===== src/rtl/bba_pkg.sv =====
`timescale 1ns / 1ps
// ----------------------------------------------------------------------------
// bba_pkg
// types, constants and helpers of the buddy block allocator
// ----------------------------------------------------------------------------
package bba_pkg;

  localparam int REGION_EXP    = 20;
  localparam int MIN_BLOCK_EXP = 12;
  localparam int LEVELS        = (REGION_EXP >= MIN_BLOCK_EXP) ?
                                 (REGION_EXP - MIN_BLOCK_EXP + 1) : 1;
  localparam int NODE_COUNT    = (1 << LEVELS) - 1;
  localparam int NODE_W        = $clog2(NODE_COUNT);
  localparam int LVL_W         = (LEVELS > 1) ? $clog2(LEVELS) : 1;
  localparam int J_W           = (LEVELS > 1) ? (LEVELS - 1) : 1;
  localparam int CNT_W         = LEVELS;
  localparam int ADDR_W        = 32;
  localparam int STATUS_W      = 2;
  localparam int IN_W          = 72;
  localparam int OUT_W         = 40;
  localparam logic [ADDR_W-1:0] BASE_RESET = 32'h0060_0000;
  localparam logic [LVL_W-1:0]  LAST_LVL   = LVL_W'(LEVELS - 1);

  typedef enum logic [1:0] {
    NODE_UNUSED = 2'd0,
    NODE_FREE   = 2'd1,
    NODE_TAKEN  = 2'd2,
    NODE_SPLIT  = 2'd3
  } node_st_t;

  typedef enum logic [STATUS_W-1:0] {
    STS_OK        = 2'd0,
    STS_TOO_LARGE = 2'd1,
    STS_NO_FREE   = 2'd2,
    STS_NOT_ALLOC = 2'd3
  } status_t;

  typedef enum logic {
    CMD_ALLOC = 1'b0,
    CMD_FREE  = 1'b1
  } cmd_t;

  typedef enum logic [3:0] {
    ST_CLEAR,
    ST_IDLE,
    ST_DECODE,
    ST_A_SCAN,
    ST_A_SPLIT,
    ST_A_SIB,
    ST_A_TAKE,
    ST_F_RD,
    ST_F_CHK,
    ST_F_BUD_RD,
    ST_F_BUD_CHK,
    ST_F_M1,
    ST_F_M2,
    ST_F_FINAL,
    ST_DONE
  } state_t;

  // level-order index of node j at level lvl
  function automatic logic [NODE_W-1:0] tree_addr(input logic [LVL_W-1:0] lvl,
                                                  input logic [J_W-1:0] j);
    logic [NODE_W-1:0] first;
    first = (NODE_W'(1) << lvl) - NODE_W'(1);
    return first + NODE_W'(j);
  endfunction

  // byte offset of node j at level lvl inside the region
  function automatic logic [ADDR_W-1:0] node_off(input logic [LVL_W-1:0] lvl,
                                                 input logic [J_W-1:0] j);
    logic [LVL_W:0] sh;
    sh = (LVL_W+1)'(REGION_EXP) - {1'b0, lvl};
    return ADDR_W'(j) << sh;
  endfunction

  // highest node index within a level
  function automatic logic [J_W-1:0] last_j(input logic [LVL_W-1:0] lvl);
    return (J_W'(1) << lvl) - J_W'(1);
  endfunction

endpackage


===== src/rtl/bba_ram.sv =====
`timescale 1ns / 1ps
// ----------------------------------------------------------------------------
// bba_ram
// generic simple dual-port ram, one write and one registered read port
// ----------------------------------------------------------------------------
module bba_ram #(
  parameter int WIDTH = 2,
  parameter int DEPTH = 511
) (
  input  logic                     clk,
  input  logic                     we,
  input  logic [$clog2(DEPTH)-1:0] waddr,
  input  logic [WIDTH-1:0]         wdata,
  input  logic                     re,
  input  logic [$clog2(DEPTH)-1:0] raddr,
  output logic [WIDTH-1:0]         rdata
);

  logic [WIDTH-1:0] mem [DEPTH];

  always_ff @(posedge clk) begin
    if (we) begin
      mem[waddr] <= wdata;
    end
    if (re) begin
      rdata <= mem[raddr];
    end
  end

endmodule


===== src/rtl/buddy_block_allocator_unit.sv =====
`timescale 1ns / 1ps
// allocate: decode, scan the nearest level with a free node (up to 256 nodes),
//   then split down to the target level and take; free: probe from the root,
//   merge with free buddies and write back; a rejected allocate skips the scan
// one command in flight; the next word is taken once the result is registered
// reset: synchronous; a clear pass then writes all 511 tree nodes (root free)
//   while s_tready stays low, configuration writes are taken throughout
// ----------------------------------------------------------------------------
// buddy_block_allocator_unit
// binary buddy allocator over a 1 MiB region with 4 KiB minimum blocks
// ----------------------------------------------------------------------------
module buddy_block_allocator_unit (
  input  logic                       clk,
  input  logic                       rst,
  input  logic                       cfg_wen,
  input  logic [31:0]                cfg_wdata,
  input  logic                       s_tvalid,
  output logic                       s_tready,
  input  logic [bba_pkg::IN_W-1:0]   s_tdata,   // cmd, request_size, free_address, zero pad
  output logic                       m_tvalid,
  input  logic                       m_tready,
  output logic [bba_pkg::OUT_W-1:0]  m_tdata    // block_address, status, zero pad
);

  bba_pkg::state_t state, state_next;

  logic [bba_pkg::NODE_W-1:0]   clr_addr;
  logic [bba_pkg::ADDR_W-1:0]   base;
  logic                         cmd_r;
  logic [bba_pkg::ADDR_W-1:0]   req_r;
  logic [bba_pkg::ADDR_W-1:0]   faddr_r;
  logic [bba_pkg::LVL_W-1:0]    lvl;
  logic [bba_pkg::LVL_W-1:0]    tgt;
  logic [bba_pkg::J_W-1:0]      jr;
  logic [bba_pkg::J_W-1:0]      sj;
  logic [bba_pkg::J_W-1:0]      pj;
  logic                         pv;
  logic [bba_pkg::CNT_W-1:0]    cnt [bba_pkg::LEVELS];
  logic [bba_pkg::ADDR_W-1:0]   res_addr;
  logic [bba_pkg::STATUS_W-1:0] res_status;

  // ram ports
  logic                       ram_we;
  logic [bba_pkg::NODE_W-1:0] ram_waddr;
  logic [1:0]                 ram_wdata;
  logic                       ram_re;
  logic [bba_pkg::NODE_W-1:0] ram_raddr;
  logic [1:0]                 ram_rdata;

  bba_ram #(
    .WIDTH(2),
    .DEPTH(bba_pkg::NODE_COUNT)
  ) u_tree (
    .clk   (clk),
    .we    (ram_we),
    .waddr (ram_waddr),
    .wdata (ram_wdata),
    .re    (ram_re),
    .raddr (ram_raddr),
    .rdata (ram_rdata)
  );

  // allocate decode: target level and nearest level with a free node
  logic [bba_pkg::LVL_W-1:0] tgt_c;
  logic [bba_pkg::LVL_W-1:0] srch_c;
  logic                      too_large;
  logic                      found_c;

  always_comb begin
    tgt_c = '0;
    for (int l = 1; l < bba_pkg::LEVELS; l++) begin
      if ({1'b0, req_r} <= (33'(1) << (bba_pkg::REGION_EXP - l))) begin
        tgt_c = bba_pkg::LVL_W'(l);
      end
    end
    too_large = {1'b0, req_r} > (33'(1) << bba_pkg::REGION_EXP);
    srch_c  = '0;
    found_c = 1'b0;
    for (int l = 0; l < bba_pkg::LEVELS; l++) begin
      if (bba_pkg::LVL_W'(l) <= tgt_c && cnt[l] != '0) begin
        srch_c  = bba_pkg::LVL_W'(l);
        found_c = 1'b1;
      end
    end
  end

  // free decode: candidate node at the current probe level
  logic [bba_pkg::ADDR_W-1:0] foff;
  logic                       in_region;
  logic                       aligned;
  logic [bba_pkg::J_W-1:0]    fj;
  logic [bba_pkg::LVL_W:0]    fsh;

  always_comb begin
    foff      = faddr_r - base;
    in_region = (foff >> bba_pkg::REGION_EXP) == '0;
    fsh       = (bba_pkg::LVL_W+1)'(bba_pkg::REGION_EXP) - {1'b0, lvl};
    aligned   = (foff & ((bba_pkg::ADDR_W'(1) << fsh) - bba_pkg::ADDR_W'(1))) == '0;
    fj        = bba_pkg::J_W'(foff >> fsh);
  end

  logic scan_hit;
  logic scan_end;
  logic out_free;

  assign scan_hit = pv && (ram_rdata == bba_pkg::NODE_FREE);
  assign scan_end = pv && (pj == bba_pkg::last_j(lvl));
  assign out_free = !m_tvalid || m_tready;
  assign s_tready = (state == bba_pkg::ST_IDLE);

  // next state
  always_comb begin
    state_next = state;
    unique case (state)
      bba_pkg::ST_CLEAR: begin
        if (clr_addr == bba_pkg::NODE_W'(bba_pkg::NODE_COUNT - 1)) begin
          state_next = bba_pkg::ST_IDLE;
        end
      end
      bba_pkg::ST_IDLE: begin
        if (s_tvalid) begin
          state_next = bba_pkg::ST_DECODE;
        end
      end
      bba_pkg::ST_DECODE: begin
        if (cmd_r == bba_pkg::CMD_FREE) begin
          state_next = bba_pkg::ST_F_RD;
        end else if (too_large || !found_c) begin
          state_next = bba_pkg::ST_DONE;
        end else begin
          state_next = bba_pkg::ST_A_SCAN;
        end
      end
      bba_pkg::ST_A_SCAN: begin
        if (scan_hit) begin
          state_next = (lvl < tgt) ? bba_pkg::ST_A_SPLIT : bba_pkg::ST_A_TAKE;
        end else if (scan_end) begin
          state_next = bba_pkg::ST_DONE;
        end
      end
      bba_pkg::ST_A_SPLIT: state_next = bba_pkg::ST_A_SIB;
      bba_pkg::ST_A_SIB: begin
        state_next = (lvl < tgt) ? bba_pkg::ST_A_SPLIT : bba_pkg::ST_A_TAKE;
      end
      bba_pkg::ST_A_TAKE: state_next = bba_pkg::ST_DONE;
      bba_pkg::ST_F_RD: begin
        if (!in_region) begin
          state_next = bba_pkg::ST_DONE;
        end else if (aligned) begin
          state_next = bba_pkg::ST_F_CHK;
        end else if (lvl == bba_pkg::LAST_LVL) begin
          state_next = bba_pkg::ST_DONE;
        end
      end
      bba_pkg::ST_F_CHK: begin
        if (ram_rdata == bba_pkg::NODE_TAKEN) begin
          state_next = bba_pkg::ST_F_BUD_RD;
        end else if (lvl == bba_pkg::LAST_LVL) begin
          state_next = bba_pkg::ST_DONE;
        end else begin
          state_next = bba_pkg::ST_F_RD;
        end
      end
      bba_pkg::ST_F_BUD_RD: begin
        state_next = (lvl == '0) ? bba_pkg::ST_F_FINAL : bba_pkg::ST_F_BUD_CHK;
      end
      bba_pkg::ST_F_BUD_CHK: begin
        state_next = (ram_rdata == bba_pkg::NODE_FREE) ? bba_pkg::ST_F_M1
                                                       : bba_pkg::ST_F_FINAL;
      end
      bba_pkg::ST_F_M1:    state_next = bba_pkg::ST_F_M2;
      bba_pkg::ST_F_M2:    state_next = bba_pkg::ST_F_BUD_RD;
      bba_pkg::ST_F_FINAL: state_next = bba_pkg::ST_DONE;
      bba_pkg::ST_DONE: begin
        if (out_free) begin
          state_next = bba_pkg::ST_IDLE;
        end
      end
      default: state_next = bba_pkg::ST_IDLE;
    endcase
  end

  // tree ram control
  always_comb begin
    ram_we    = 1'b0;
    ram_waddr = bba_pkg::tree_addr(lvl, jr);
    ram_wdata = bba_pkg::NODE_UNUSED;
    ram_re    = 1'b0;
    ram_raddr = bba_pkg::tree_addr(lvl, jr);
    unique case (state)
      bba_pkg::ST_CLEAR: begin
        ram_we    = 1'b1;
        ram_waddr = clr_addr;
        ram_wdata = (clr_addr == '0) ? bba_pkg::NODE_FREE : bba_pkg::NODE_UNUSED;
      end
      bba_pkg::ST_A_SCAN: begin
        ram_re    = 1'b1;
        ram_raddr = bba_pkg::tree_addr(lvl, sj);
      end
      bba_pkg::ST_A_SPLIT: begin
        ram_we    = 1'b1;
        ram_wdata = bba_pkg::NODE_SPLIT;
      end
      bba_pkg::ST_A_SIB: begin
        ram_we    = 1'b1;
        ram_waddr = bba_pkg::tree_addr(lvl, jr | bba_pkg::J_W'(1));
        ram_wdata = bba_pkg::NODE_FREE;
      end
      bba_pkg::ST_A_TAKE: begin
        ram_we    = 1'b1;
        ram_wdata = bba_pkg::NODE_TAKEN;
      end
      bba_pkg::ST_F_RD: begin
        ram_re    = in_region && aligned;
        ram_raddr = bba_pkg::tree_addr(lvl, fj);
      end
      bba_pkg::ST_F_BUD_RD: begin
        ram_re    = (lvl != '0);
        ram_raddr = bba_pkg::tree_addr(lvl, jr ^ bba_pkg::J_W'(1));
      end
      bba_pkg::ST_F_M1: begin
        ram_we = 1'b1;
      end
      bba_pkg::ST_F_M2: begin
        ram_we    = 1'b1;
        ram_waddr = bba_pkg::tree_addr(lvl, jr ^ bba_pkg::J_W'(1));
      end
      bba_pkg::ST_F_FINAL: begin
        ram_we    = 1'b1;
        ram_wdata = bba_pkg::NODE_FREE;
      end
      default: begin
        ram_we = 1'b0;
      end
    endcase
  end

  always_ff @(posedge clk) begin
    if (rst) begin
      state    <= bba_pkg::ST_CLEAR;
      clr_addr <= '0;
      base     <= bba_pkg::BASE_RESET;
      m_tvalid <= 1'b0;
      pv       <= 1'b0;
      for (int l = 0; l < bba_pkg::LEVELS; l++) begin
        cnt[l] <= (l == 0) ? bba_pkg::CNT_W'(1) : '0;
      end
    end else begin
      state <= state_next;
      if (cfg_wen) begin
        base <= cfg_wdata;
      end
      if (state == bba_pkg::ST_DONE && out_free) begin
        m_tvalid <= 1'b1;
      end else if (m_tvalid && m_tready) begin
        m_tvalid <= 1'b0;
      end
      case (state)
        bba_pkg::ST_CLEAR: begin
          clr_addr <= clr_addr + bba_pkg::NODE_W'(1);
        end
        bba_pkg::ST_IDLE: begin
          cmd_r   <= s_tdata[0];
          req_r   <= s_tdata[32:1];
          faddr_r <= s_tdata[64:33];
        end
        bba_pkg::ST_DECODE: begin
          res_addr <= '0;
          pv       <= 1'b0;
          sj       <= '0;
          tgt      <= tgt_c;
          if (cmd_r == bba_pkg::CMD_FREE) begin
            lvl        <= '0;
            res_status <= bba_pkg::STS_NOT_ALLOC;
          end else begin
            lvl <= srch_c;
            if (too_large) begin
              res_status <= bba_pkg::STS_TOO_LARGE;
            end else begin
              res_status <= bba_pkg::STS_NO_FREE;
            end
          end
        end
        bba_pkg::ST_A_SCAN: begin
          pv <= 1'b1;
          pj <= sj;
          sj <= sj + bba_pkg::J_W'(1);
          if (scan_hit) begin
            jr <= pj;
          end
        end
        bba_pkg::ST_A_SPLIT: begin
          cnt[lvl] <= cnt[lvl] - bba_pkg::CNT_W'(1);
          lvl      <= lvl + bba_pkg::LVL_W'(1);
          jr       <= jr << 1;
        end
        bba_pkg::ST_A_SIB: begin
          cnt[lvl] <= cnt[lvl] + bba_pkg::CNT_W'(2);
        end
        bba_pkg::ST_A_TAKE: begin
          cnt[lvl]   <= cnt[lvl] - bba_pkg::CNT_W'(1);
          res_addr   <= base + bba_pkg::node_off(lvl, jr);
          res_status <= bba_pkg::STS_OK;
        end
        bba_pkg::ST_F_RD: begin
          jr <= fj;
          if (in_region && !aligned && lvl != bba_pkg::LAST_LVL) begin
            lvl <= lvl + bba_pkg::LVL_W'(1);
          end
        end
        bba_pkg::ST_F_CHK: begin
          if (ram_rdata != bba_pkg::NODE_TAKEN && lvl != bba_pkg::LAST_LVL) begin
            lvl <= lvl + bba_pkg::LVL_W'(1);
          end
        end
        bba_pkg::ST_F_M2: begin
          // buddy leaves this level, the pair moves up as one node
          cnt[lvl] <= cnt[lvl] - bba_pkg::CNT_W'(1);
          lvl      <= lvl - bba_pkg::LVL_W'(1);
          jr       <= jr >> 1;
        end
        bba_pkg::ST_F_FINAL: begin
          cnt[lvl]   <= cnt[lvl] + bba_pkg::CNT_W'(1);
          res_status <= bba_pkg::STS_OK;
        end
        bba_pkg::ST_DONE: begin
          if (out_free) begin
            m_tdata <= {6'd0, res_status, res_addr};
          end
        end
        default: begin
        end
      endcase
    end
  end

endmodule


===== config.mk =====
export PLATFORM = sky130hd
export DESIGN_NAME = buddy_block_allocator_unit
export DESIGN_NICKNAME = d
export VERILOG_FILES = /design/src/rtl/bba_pkg.sv /design/src/rtl/bba_ram.sv /design/src/rtl/buddy_block_allocator_unit.sv
export SDC_FILE = /design/constraint.sdc
export NUM_CORES = 2
export LEC_CHECK = 0
export BUFFER_PORTS_ARGS = -buffer_cell sky130_fd_sc_hd__clkbuf_2
export CAP_MARGIN = 20
export CORE_MARGIN = 5
export CORE_UTILIZATION = 30
export CTS_BUF_LIST = sky130_fd_sc_hd__clkbuf_4 sky130_fd_sc_hd__clkbuf_8
export DETAILED_ROUTE_END_ITERATION = 8
export PLACE_DENSITY_LB_ADDON = 0.2
export SYNTH_ARGS = -nofsm -noshare
export SYNTH_HDL_FRONTEND = slang
export SYNTH_SLANG_ARGS = --single-unit

===== constraint.sdc =====
create_clock -name clk -period 29.1 [get_ports clk]
set_clock_uncertainty 0.15 [all_clocks]
set_input_delay 1.455 -clock clk [delete_from_list [all_inputs] [get_ports clk]]
set_output_delay 1.455 -clock clk [all_outputs]
set_load 0.05 [all_outputs]

==> results.cfg <==
[synth]
ys_ff_latch = 1384
post-synth-top-count-cell = edfxtp_1
synth_area_leader_cell = edfxtp_1
ys_async_sr_fraction_pct = 0
yosysSeqAreaShare_pct = 61.98
ys_top_cells_by_count = edfxtp_1 (1333), nor2_1 (883), nand2_1 (839)
syn_area_um2 = 66230
synth_top_area_share_pct = 60.44
synth_enable_flop_cells = 1333
yosys_warnings = 0
synthFlopType = edfxtp_1
syn_inst = 5885
syn_area_per_cell_um2 = 11.25
synth.distinct_cells = 98
synthTopCellsByArea = edfxtp_1 (60%), nor2_1 (5.0%), nand2_1 (4.8%)

[setup_path]
arrival_ps = 11300
cp_max_fo = 83
required_ps = 29650
worst-setup-path-type = reg -> reg
crit_path_end_kind = flip-flop
critPathLaunchType = flip-flop

[sta]
setup_viol = 0
final.period_utilization_pct = 36.97
holdWs_ps = 226.8
max_slew_margin_pct = 7.830
fmax_mhz = 92.94
final.setup.tns_ps = 0
fin_crit_ps = 10760
report.final.slew_viol_count = 0
worstMarginPinSlew_ps = 1383
rsz0062_at_grt = false
finalHoldViolations = 0

[final_layout]
drive_gt1_share_pct = 12.50
final_nets = 6183
area_growth_pct = 13.37

[floorplanning]
core_um2 = 219700
die_h_um = 479.9
dieArea_um2 = 230300
initial_core_util_pct = 30.14
io_pins = 151
placementRows = 172
die_x_um = 479.9

[route]
wl_mm = 212.0
routed-via-count = 48089
routed_via_density = 5.267
ant_nets = 0
dr.pass1.iters = 7
drtIter0Drc = 4182
drc = 0
wl_per_cell_um = 23.22

[clock_tree]
numCtsBuffers = 240
clock_latency_ps = 1000
htreeDepth = 4
path_clk_slew_ps = 60
clockRootBuffer = clkbuf_8
cts_sinks = 1384
cts_resized = 0
cts_max_path_buffers = 3
cts_hold_buf = 0
post_cts_buffers = 0
cts_tree = done

[job]
maxCapViolCount = 0

[placement]
io_buffers = 137
gp_congestion = 0.8600
hpwl_mm = 128.0

[grt]
grt_pass1_vias = 48098
grt_pass1_wl_mm = 315.3
gr-usage-all-layers_pct = 17.87
antenna_found_initial = 7
grt_start_max_net_pins = 230
gr-total-overflow = 0

[pwr]
power_density_nw_per_um2 = 114.3
peakVddDrop_mv = 0.1755
power_leakage_nw = 25.35

[hold_path]
hold_class = reg -> reg

[run_status]
status = finished, final reports clean
## cell families (layout without fill, tap and decap cells)
kind of cell,after synthesis,count (layout),share of synthesized area (%)
AOI/OAI and AO/OA,1150,1150,11.41
and+or+nand+nor,2412,2412,15.65
muxes,216,216,4.483
xor gates and xnor gates,109,109,1.441
adders and majority gates,107,107,2.089
buffers and inverters,506,783,2.945
DFF,1384,1384,61.98
other,1,11,0.005662
## area by class of cell
class                      instances  area, um^2
multi-input combinational       4000       23430
clock buffer                     317        3919
timing repair buffer             248        1598
antenna                            5       12.51
inverter                          93       349.1
sequential                      1384       41050
fill                           22139      144600
clock inverter                   125        1028
tap                             2958        3701
## power by group
part	switching, mW	total (mW)	internal, mW
logic	3.03	4.09	1.06
registers	0.0393	2.66	2.62
clock network	0.859	1.84	0.979
total	3.93	8.59	4.65
## cell usage in the layout, fill, tap and decap left out, types with 15 or more instances in the layout
cell type	count
clkinv_1	59
nand4_1	32
and3_1	44
dfxtp_1	50
clkinv_2	36
nand2_1	822
mux4_2	62
nand2_2	16
clkbuf_8	246
nor4_1	28
o31ai_1	17
o21a_1	19
nor2b_1	22
nand2b_1	27
a211oi_1	49
o211ai_1	27
a31oi_1	52
a21oi_1	444
edfxtp_1	1333
clkbuf_4	71
nor2_1	881
a22oi_1	32
mux2i_1	141
o21ai_0	108
inv_1	91
xnor2_1	59
clkbuf_2	137
a21o_1	42
and2_1	25
nor3_1	141
a311oi_1	17
o21ai_1	15
or3_1	29
a2111oi_0	20
a221oi_1	141
ha_1	101
buf_4	104
o22ai_1	27
nand3_1	275
xor2_1	48
## state kept, by name, indices dropped and copies added (netlist names), 2 cells and up, named ones only
| signal | count |
|---|---|
| tgt | 4 |
| u_tree.mem | 1022 |
| res_status | 2 |
| res_addr | 32 |
| faddr_r | 32 |
| state | 4 |
| u_tree.rdata | 2 |
| clr_addr | 9 |
| req_r | 32 |
| m_tdata | 34 |
| base | 32 |
| pj | 8 |
| sj | 8 |
| jr | 8 |
| cnt | 144 |
| lvl | 4 |
## worst paths after layout
kind,from,end,slack (ps),depth (start not counted)
setup / recovery,base[15],u_tree.rdata[0],18340,25
hold / removal,res_addr[23],m_tdata[23],230,0
setup reg to reg,base[15],u_tree.rdata[0],18340,25
hold reg to reg,res_addr[23],m_tdata[23],230,0
## worst max-delay path: stages (launching register included)
cell	delay, ps
dfxtp_1	460
inv_1	160
ha_1	530
and4_1	360
nand3_1	110
o21ai_1	660
a21oi_1	280
a21o_1	250
xor2_1	700
a221o_1	320
o21ai_0	80
a311o_1	440
and2_1	180
fa_1	500
o22a_1	530
and2_4	730
buf_4	900
buf_4	760
a21oi_1	160
a221oi_1	380
a2111oi_0	140
a31oi_1	180
nand2_1	150
mux2i_1	340
a21oi_1	230
o221ai_1	660
## routing by layer
layer | vias up | routed length, um | global-route usage (%)
met5 | - | 0 | 0
met4 | 0 | 4250 | 4.389
met3 | 277 | 13000 | 2.990
met2 | 1572 | 97850 | 28.56
met1 | 24176 | 96940 | 25.34
li1 | 22064 | - | -
## through the flow
| stage | utilization [%] | power, mW | area (um^2) | std cells | setup slack [ps] |
|---|---|---|---|---|---|
| 2_1_floorplan | - | 5.437 | 66250 | 5890 | 2329 |
| 3_3_place_gp | 31.91 | 6.786 | 70110 | 8681 | 18360 |
| 3_5_place_dp | 31.91 | 6.790 | 70110 | 8682 | 18320 |
| 4_1_cts | 34.16 | 8.650 | 75060 | 9124 | 18330 |
| 5_1_grt | 34.17 | 9.050 | 75080 | 9130 | 17840 |
| 6_report | 34.17 | 8.585 | 75080 | 9130 | 18340 |
Note: power is estimated with default switching activity, not from simulation.
